## config.mk

```make
export PLATFORM = sky130hd
export DESIGN_NAME = unsigned_divide_128
export DESIGN_NICKNAME = d
export VERILOG_FILES = /design/src/rtl/udiv_pkg.sv /design/src/rtl/udiv_datapath.sv /design/src/rtl/udiv_controller.sv /design/src/rtl/unsigned_divide_128.sv
export SDC_FILE = /design/constraint.sdc
export NUM_CORES = 1
export LEC_CHECK = 0
export BUFFER_PORTS_ARGS = -buffer_cell sky130_fd_sc_hd__buf_4
export CAP_MARGIN = 20
export CORE_MARGIN = 2
export CORE_UTILIZATION = 51
export CTS_BUF_LIST = sky130_fd_sc_hd__clkbuf_16
export CTS_CLUSTER_SIZE = 8
export DETAILED_ROUTE_END_ITERATION = 8
export PLACE_DENSITY = 0.78
export SLEW_MARGIN = 40
export SYNTH_ARGS = -nofsm -noshare
export SYNTH_HDL_FRONTEND = slang
export SYNTH_HIERARCHICAL = 1
export SYNTH_SLANG_ARGS = --single-unit
```

## constraint.sdc

```tcl
create_clock -name clk -period 7.09 [get_ports clk]
set_input_delay 1.0635 -clock clk [delete_from_list [all_inputs] [get_ports clk]]
set_output_delay 1.0635 -clock clk [all_outputs]
set_load 0.02 [all_outputs]
```

## src/rtl/udiv_pkg.sv

```systemverilog
package udiv_pkg;

  // Commands from the controller to the datapath.
  typedef struct packed {
    logic load;   // capture operands and set up the remainder and quotient
    logic step;   // one restoring shift-and-subtract iteration
  } udiv_cmd_t;

  // Status from the datapath to the controller.
  typedef struct packed {
    logic divisor_zero;   // the divisor on the input ports is zero
  } udiv_status_t;

endpackage

```

## src/rtl/udiv_datapath.sv

```systemverilog
module udiv_datapath
  import udiv_pkg::*;
#(
  parameter int HALF_WIDTH = 64
) (
  input  logic                  clk,
  input  logic [HALF_WIDTH-1:0] num_hi,
  input  logic [HALF_WIDTH-1:0] num_lo,
  input  logic [HALF_WIDTH-1:0] den_hi,
  input  logic [HALF_WIDTH-1:0] den_lo,
  input  udiv_cmd_t             cmd,
  output udiv_status_t          status,
  output logic [HALF_WIDTH-1:0] quot_hi,
  output logic [HALF_WIDTH-1:0] quot_lo,
  output logic [HALF_WIDTH-1:0] rem_hi,
  output logic [HALF_WIDTH-1:0] rem_lo,
  output logic                  divide_by_zero
);

  localparam int W = 2 * HALF_WIDTH;

  logic [W-1:0] rem;
  logic [W-1:0] quo;   // dividend bits leave at the top, quotient bits enter at the bottom
  logic [W-1:0] div;
  logic         dbz;

  logic         zero_in;
  logic [W:0]   rem_shift;
  logic [W:0]   diff;

  assign zero_in = ({den_hi, den_lo} == '0);
  assign status.divisor_zero = zero_in;

  // The shifted remainder is always below twice the divisor, so a non-negative
  // difference always fits back into W bits.
  assign rem_shift = {rem, quo[W-1]};
  assign diff      = rem_shift - {1'b0, div};

  always_ff @(posedge clk) begin
    if (cmd.load) begin
      div <= {den_hi, den_lo};
      dbz <= zero_in;
      if (zero_in) begin
        rem <= {num_hi, num_lo};
        quo <= '1;
      end else begin
        rem <= '0;
        quo <= {num_hi, num_lo};
      end
    end else if (cmd.step) begin
      if (!diff[W]) begin
        rem <= diff[W-1:0];
        quo <= {quo[W-2:0], 1'b1};
      end else begin
        rem <= rem_shift[W-1:0];
        quo <= {quo[W-2:0], 1'b0};
      end
    end
  end

  assign quot_hi        = quo[W-1:HALF_WIDTH];
  assign quot_lo        = quo[HALF_WIDTH-1:0];
  assign rem_hi         = rem[W-1:HALF_WIDTH];
  assign rem_lo         = rem[HALF_WIDTH-1:0];
  assign divide_by_zero = dbz;

endmodule

```

## src/rtl/udiv_controller.sv

```systemverilog
module udiv_controller
  import udiv_pkg::*;
#(
  parameter int HALF_WIDTH = 64
) (
  input  logic         clk,
  input  logic         rst,
  input  logic         start,
  input  udiv_status_t status,
  output udiv_cmd_t    cmd,
  output logic         busy,
  output logic         done
);

  localparam int W  = 2 * HALF_WIDTH;
  localparam int CW = $clog2(W);

  localparam logic [1:0] ST_IDLE   = 2'd0;
  localparam logic [1:0] ST_RUN    = 2'd1;
  localparam logic [1:0] ST_FINISH = 2'd2;

  logic [1:0]    state;
  logic [1:0]    state_next;
  logic [CW-1:0] count;
  logic [CW-1:0] count_next;

  always_comb begin
    state_next = state;
    count_next = count;
    cmd        = '0;
    case (state)
      ST_IDLE: begin
        if (start) begin
          cmd.load   = 1'b1;
          count_next = CW'(W - 1);
          state_next = status.divisor_zero ? ST_FINISH : ST_RUN;
        end
      end
      ST_RUN: begin
        cmd.step = 1'b1;
        if (count == '0) begin
          state_next = ST_FINISH;
        end else begin
          count_next = count - 1'b1;
        end
      end
      ST_FINISH: begin
        state_next = ST_IDLE;
      end
      default: begin
        state_next = ST_IDLE;
      end
    endcase
  end

  always_ff @(posedge clk) begin
    if (rst) begin
      state <= ST_IDLE;
      count <= '0;
    end else begin
      state <= state_next;
      count <= count_next;
    end
  end

  assign busy = (state != ST_IDLE);
  assign done = (state == ST_FINISH);

endmodule

```

## src/rtl/unsigned_divide_128.sv

```systemverilog
// Unsigned 2*HALF_WIDTH-bit divider (128 bits by default). An item is taken
// at a rising edge where start is high and busy is low; busy then stays high
// until the result has been shown. The quotient and remainder appear on their
// ports for exactly one cycle, marked by done, and the receiver cannot hold
// them off: it must capture them in that cycle, as they are replaced by the
// next item's work. After acceptance the restoring shift-and-subtract loop
// retires one quotient bit per cycle through a single subtractor of
// 2*HALF_WIDTH + 1 bits, and the result is then shown in the done cycle; busy
// stays high through the done cycle, so a new item is taken only once the
// last one is through. A zero divisor skips the loop: done is high in the
// cycle right after acceptance with divide_by_zero set, an all-ones quotient
// and the dividend as the remainder, and the next item can be taken once that
// done cycle is over.
module unsigned_divide_128
  import udiv_pkg::*;
#(
  parameter int HALF_WIDTH = 64
) (
  input  logic                  clk,
  input  logic                  rst,
  input  logic                  start,
  output logic                  busy,
  input  logic [HALF_WIDTH-1:0] num_hi,
  input  logic [HALF_WIDTH-1:0] num_lo,
  input  logic [HALF_WIDTH-1:0] den_hi,
  input  logic [HALF_WIDTH-1:0] den_lo,
  output logic                  done,
  output logic [HALF_WIDTH-1:0] quot_hi,
  output logic [HALF_WIDTH-1:0] quot_lo,
  output logic [HALF_WIDTH-1:0] rem_hi,
  output logic [HALF_WIDTH-1:0] rem_lo,
  output logic                  divide_by_zero
);

  udiv_cmd_t    cmd;
  udiv_status_t status;

  // The controller sequences load, the bit iterations and the done cycle.
  udiv_controller #(
    .HALF_WIDTH(HALF_WIDTH)
  ) u_ctrl (
    .clk    (clk),
    .rst    (rst),
    .start  (start),
    .status (status),
    .cmd    (cmd),
    .busy   (busy),
    .done   (done)
  );

  // The datapath holds the operands, the partial remainder and the quotient.
  // Its result registers are only written on load and on iteration, so they
  // stay steady through the done cycle.
  udiv_datapath #(
    .HALF_WIDTH(HALF_WIDTH)
  ) u_dp (
    .clk            (clk),
    .num_hi         (num_hi),
    .num_lo         (num_lo),
    .den_hi         (den_hi),
    .den_lo         (den_lo),
    .cmd            (cmd),
    .status         (status),
    .quot_hi        (quot_hi),
    .quot_lo        (quot_lo),
    .rem_hi         (rem_hi),
    .rem_lo         (rem_lo),
    .divide_by_zero (divide_by_zero)
  );

endmodule

```

# Yosys cells after proc, flatten, opt, wreduce, memory -nomap -nowiden
# Index checks and enable logic that the tools add are counted.
[word_totals]
register_bits = 394
in_bits = 259
out_inout_bits = 259
wordCells = 39
[op_classes]
addsub = 2
n_eq_ne = 5
n_mux = 18
n_reduce_logical = 8
[ops]
columns = ["operator", "count"]
rows = [
  ["128-bit 2-to-1 mux", 7],
  ["129-bit by 128-bit subtractor with 129-bit output", 1],
  ["128-bit zero test", 1],
  ["7-bit 2-to-1 mux", 2],
  ["7-bit one-hot mux with 2 select lines", 1],
  ["7-bit zero test", 1],
  ["7-bit by 1-bit subtractor with 7-bit output, second input constant", 1],
  ["2-bit 2-to-1 mux", 3],
  ["2-bit nonzero test", 3],
  ["1-bit 2-to-1 mux", 4],
  ["2-bit != test, second input constant", 2],
  ["2-bit one-hot mux with 2 select lines", 1],
  ["3-bit AND reduction", 1],
  ["2-bit by 1-bit equality test with 1-bit output, second input constant", 1],
  ["2-bit equality test, second input constant", 1],
  ["2-bit zero test", 1],
  ["2-bit by 1-bit != test with 1-bit output, second input constant", 1],
  ["2-bit AND reduction", 1],
]

# Logic depth before layout (Yosys ltp)
[depth]
depth_word = 4
depth_mapped = 16
ltp_nobuf = 14

# Modules after synthesis
# The synthesis kept the hierarchy.
[by_module_without_submodules]
columns = ["module", "n_inst", "cells_per_inst", "area_per_inst_um2", "seq_area_each_um2"]
rows = [
  ["udiv_datapath", 1, 2755, 25544.5, 11561.1],
  ["udiv_controller", 1, 56, 474.2, 180.2],
]

# Worst setup path after synthesis
# Ideal clock, no wire load.
[synth_timing]
path_kind = "input port to flip-flop"
start = "input port start"
end = "register u_dp.quo[0], enable pin"
setup_time_ns = 0.511
t_arrival_ns = 6.932
t_required_ns = 6.579
setup_slack_ns = -0.354
stages = 6
n_path_buf = 3
cell_sequence = "or3b_1 -> inv_2 -> clkbuf_1 -> clkbuf_1 -> clkbuf_1 -> or2_2"
[synth_lines]
columns = ["item", "line_no", "source"]
rows = [
  ["start: declaration", "unsigned_divide_128.sv:21", "input logic start,"],
  ["end signal: assignment", "udiv_datapath.sv:48", "quo <= {num_hi, num_lo};"],
  ["end signal: assignment", "udiv_datapath.sv:53", "quo <= {quo[W-2:0], 1'b1};"],
  ["end signal: assignment", "udiv_datapath.sv:56", "quo <= {quo[W-2:0], 1'b0};"],
  ["end: declaration", "udiv_datapath.sv:23", "logic [W-1:0] quo;"],
]

# Final worst setup path
[layout_timing]
start = "register u_dp.quo[127]"
end = "register u_dp.rem[83], data pin"
[layout_between]
elab_chain_len = 4
[layout_rtl]
columns = ["item", "line_no", "source"]
rows = [
  ["129-bit by 128-bit subtractor with 129-bit output", "udiv_datapath.sv:37", "assign diff = rem_shift - {1'b0, div};"],
  ["128-bit 2-to-1 mux", "udiv_datapath.sv:51", "if (!diff[W]) begin"],
  ["128-bit 2-to-1 mux", "udiv_datapath.sv:50", "end else if (cmd.step) begin"],
  ["128-bit 2-to-1 mux", "udiv_datapath.sv:40", "if (cmd.load) begin"],
  ["end signal: assignment", "udiv_datapath.sv:44", "rem <= {num_hi, num_lo};"],
  ["end signal: assignment", "udiv_datapath.sv:52", "rem <= diff[W-1:0];"],
  ["end signal: assignment", "udiv_datapath.sv:55", "rem <= rem_shift[W-1:0];"],
  ["end: declaration", "udiv_datapath.sv:22", "logic [W-1:0] rem;"],
]
# Every way passes these cells. The select of a mux whose other input is x is not followed.
# A chain may end at the register's enable or synchronous reset.

==> run_summary.xml <==
<?xml version="1.0" encoding="UTF-8"?>
<metrics>
  <group name="power_and_ir_drop">
    <metric name="power.switching_fraction" unit="">0.460</metric>
    <metric name="leakage" unit="nW">13.1</metric>
    <metric name="vdd_ir_drop_max" unit="V">0.000234</metric>
    <metric name="power.sequential.fraction" unit="">0.266</metric>
    <metric name="power.combinational.fraction" unit="">0.580</metric>
    <metric name="clock_power_share" unit="">0.154</metric>
    <metric name="internal_power" unit="mW">8.05</metric>
    <metric name="power_density" unit="nW/um2">470</metric>
    <metric name="power.switching" unit="mW">6.86</metric>
  </group>
  <group name="drt">
    <metric name="post_drt_wl_per_cell" unit="um">23.0</metric>
    <metric name="post-route-drc-count" unit="">0</metric>
    <metric name="ant_nets" unit="">0</metric>
    <metric name="dr_total_vias" unit="">24100</metric>
    <metric name="vias_per_cell" unit="">6.13</metric>
    <metric name="route.final.wire_length" unit="um">90600</metric>
    <metric name="drt_first_iter_violations" unit="">2396</metric>
    <metric name="drt-pass1-iter-count" unit="">6</metric>
  </group>
  <group name="floorplan">
    <metric name="initial_core_utilization" unit="">0.518</metric>
    <metric name="top_level_ports" unit="">518</metric>
    <metric name="die_area" unit="um2">52800</metric>
    <metric name="vertical_die_dimension" unit="um">230</metric>
    <metric name="core_region_area" unit="um2">50300</metric>
    <metric name="horiz_die_dim" unit="um">230</metric>
    <metric name="floorplan.rows" unit="">82</metric>
  </group>
  <group name="clock_tree">
    <metric name="cts_htree_levels" unit="">2</metric>
    <metric name="worst_skew_pair.late_latency" unit="ns">0.59</metric>
    <metric name="clk_root_buffer_cell" unit="">clkbuf_16</metric>
    <metric name="cts_num_sinks" unit="">394</metric>
    <metric name="cts.reportedPaths.clkPinSlew" unit="ns">0.05</metric>
    <metric name="max-clock-path-buffers" unit="">3</metric>
    <metric name="post-cts-setup-buffers" unit="">0</metric>
    <metric name="tritoncts" unit="">built</metric>
    <metric name="cts_buffers" unit="">55</metric>
    <metric name="ctsHoldBuffers" unit="">0</metric>
    <metric name="cts-resized-gates" unit="">0</metric>
  </group>
  <group name="place">
    <metric name="place.detailed.hpwl" unit="um">70100</metric>
    <metric name="finalWeightedCongestion" unit="">1.00</metric>
    <metric name="buffer_ports.inserted" unit="">517</metric>
    <metric name="place.detailed.instances" unit="">3859</metric>
  </group>
  <group name="sta">
    <metric name="setup-violations-final" unit="">0</metric>
    <metric name="slew-limit-headroom" unit="">0.350</metric>
    <metric name="number_of_hold_violations_in_the_final_report" unit="">0</metric>
    <metric name="grt_setup_unrepaired" unit="">no</metric>
    <metric name="worst_max_slew_pin_slew" unit="ns">0.967</metric>
    <metric name="layout_worst_path_cycle_share" unit="">0.626</metric>
    <metric name="timing_max_transition_violations_final" unit="">0</metric>
    <metric name="finalSetupTns" unit="ns">0</metric>
    <metric name="fin_crit" unit="ns">4.44</metric>
    <metric name="fmax" unit="MHz">225</metric>
    <metric name="worst_clock_skew" unit="ns">0.0168</metric>
  </group>
  <group name="synthesis">
    <metric name="synth_flop_cell" unit="">edfxtp_1</metric>
    <metric name="synth_enable_flop_cells" unit="">385</metric>
    <metric name="synth.lib_cells_used.distinct" unit="">93</metric>
    <metric name="postSynth.asyncResetShare" unit="">0</metric>
    <metric name="syn-instance-count" unit="">2811</metric>
    <metric name="synth.ff_latch_count" unit="">394</metric>
    <metric name="synth.yosys.warnings" unit="">6</metric>
    <metric name="synth-seq-area-share" unit="">0.451</metric>
    <metric name="synth.net_count" unit="">3200</metric>
    <metric name="syn_avg_cell_area" unit="um2">9.26</metric>
    <metric name="syn_area" unit="um2">26000</metric>
  </group>
  <group name="grt">
    <metric name="grt_pass1_vias" unit="">23100</metric>
    <metric name="grt.overflow.total" unit="">0</metric>
    <metric name="grt_max_degree" unit="">140</metric>
    <metric name="grt_first_pass_wirelength" unit="um">136000</metric>
    <metric name="grtUsageTotal" unit="">0.330</metric>
    <metric name="grt_antenna_before_repair" unit="">1</metric>
  </group>
  <group name="critical_path">
    <metric name="critical_path.endpoint_type" unit="">flop</metric>
    <metric name="required" unit="ns">7.43</metric>
    <metric name="timing.critical_path.arrival" unit="ns">4.78</metric>
    <metric name="critical_path.max_fanout" unit="">37</metric>
    <metric name="crit_path_start_kind" unit="">flop</metric>
    <metric name="crit_type" unit="">flop to flop</metric>
    <metric name="regToRegSetupSlack" unit="ns">2.65</metric>
  </group>
  <group name="cells_and_area">
    <metric name="layout.cells.most_common" unit="">buf_4</metric>
    <metric name="antennaDiodeCount" unit="">0</metric>
    <metric name="layout.cells.most_common_list" unit="">buf_4, edfxtp_1, nor2_1, a21oi_1, nand2_1</metric>
    <metric name="layout-area-overhead-vs-synth" unit="%">22.0</metric>
    <metric name="number_of_nets_in_the_layout" unit="">3633</metric>
    <metric name="fin_cells" unit="">3931</metric>
    <metric name="n_fill_cell" unit="">4241</metric>
    <metric name="drive_above_1_share" unit="">0.201</metric>
  </group>
  <group name="worst_hold_path">
    <metric name="worstHoldPathType" unit="">flop to flop</metric>
  </group>
  <group name="run">
    <metric name="drv.max_cap_violation_count" unit="">0</metric>
  </group>
  <group name="status">
    <metric name="outcome" unit="">finished, final reports clean</metric>
  </group>
</metrics>
registers in the layout, summed over array words and instances (netlist names):
| name | flops |
|---|---|
| u_dp/divide_by_zero | 1 |
| u_dp/rem | 128 |
| u_ctrl/state | 2 |
| u_dp/div | 128 |
| u_dp/quo | 128 |
| u_ctrl/count | 7 |
cell families (layout without fill, tap and decap cells):
kind of cell,count (synthesis),after routing,share of synthesized area
xor gates and xnor gates,126,126,0.0431
AOI/OAI and AO/OA,854,854,0.200
and+or+nand+nor,899,899,0.159
DFF,394,394,0.451
muxes,87,87,0.0335
buffers and inverters,321,769,0.0506
adders and majority gates,130,130,0.0628
Yosys cell counts, types with 19 or more instances:
cell type / instances / area share
xnor2_1: 65 / 0.022
o21ai_1: 123 / 0.024
ha_1: 129 / 0.062
o21bai_1: 29 / 0.0084
a21oi_1: 341 / 0.066
nor4_1: 41 / 0.0099
a22oi_1: 39 / 0.011
nor3_1: 35 / 0.0067
inv_1: 163 / 0.024
nand3_1: 33 / 0.0063
nor2_1: 384 / 0.055
nand4_1: 75 / 0.018
buf_2: 29 / 0.0056
a21o_1: 43 / 0.012
nand2_1: 226 / 0.033
xor2_1: 60 / 0.020
mux2i_1: 87 / 0.033
o21ai_0: 108 / 0.021
clkbuf_1: 108 / 0.016
edfxtp_1: 385 / 0.44
nand2b_1: 19 / 0.0046
layer usage:
metal,vias to the layer above,part of all wire,track usage
li1,11100,-,-
met1,11600,0.42,0.454
met2,1170,0.47,0.540
met3,166,0.076,0.0439
met4,2,0.033,0.113
met5,-,0.00014,0
power by group through the flow:
stage | sequential (mW) | clock (mW) | combinational (mW)
6_report | 3.96 | 2.30 | 8.66
5_1_grt | 4.02 | 2.41 | 9.28
4_1_cts | 3.96 | 2.33 | 8.51
3_5_place_dp | 3.99 | 0 | 8.45
3_3_place_gp | 3.97 | 0 | 8.37
2_1_floorplan | 4.42 | 0 | 5.33
cell type report:
class | instances | area, um2 | area share
clock inverters | 17 | 68.8 | 0.00217
repair buffers | 532 | 4070 | 0.128
flip-flops and latches | 394 | 11700 | 0.370
multi-input cells | 2096 | 13000 | 0.410
clock buffers | 55 | 1380 | 0.0433
inverters | 165 | 627 | 0.0197
well taps | 672 | 841 | 0.0265
critical path, cell delays in order, from the launching register on:
cell       delay (ns)
edfxtp_1         0.39
inv_1            0.08
ha_1             0.22
fa_1             0.40
nand2b_1         0.19
a21oi_2          0.21
o21ai_1          0.17
a2111oi_2        0.45
o2111a_1         0.40
o21ai_1          0.11
nand3_2          0.13
xor2_4           0.28
buf_4            0.64
mux2i_1          0.23
a22o_1           0.22
per-stage QoR:
| stage | setup slack [ns] | utilization | hold slack, ns | total power [mW] | instance area, um2 |
|---|---|---|---|---|---|
| detailed placement | 2.30 | 0.602 | 0.473 | 12.4 | 30300 |
| floorplan | 0.939 | - | 0.437 | 9.76 | 26000 |
| finish | 2.65 | 0.632 | 0.482 | 14.9 | 31800 |
| global route | 2.43 | 0.632 | 0.497 | 15.7 | 31800 |
| global placement | 1.91 | 0.601 | 0.451 | 12.3 | 30200 |
| CTS | 2.65 | 0.631 | 0.480 | 14.8 | 31700 |
final timing paths:
path                            cells past startpoint             from         endpoint
worst max-delay path                               14    u_dp/quo[127]     u_dp/rem[83]
worst min-delay path                                1  u_ctrl/count[6]  u_ctrl/count[6]
worst max register to register                     14    u_dp/quo[127]     u_dp/rem[83]
worst min register to register                      1  u_ctrl/count[6]  u_ctrl/count[6]
No activity file was read; power rests on OpenSTA's default activity.
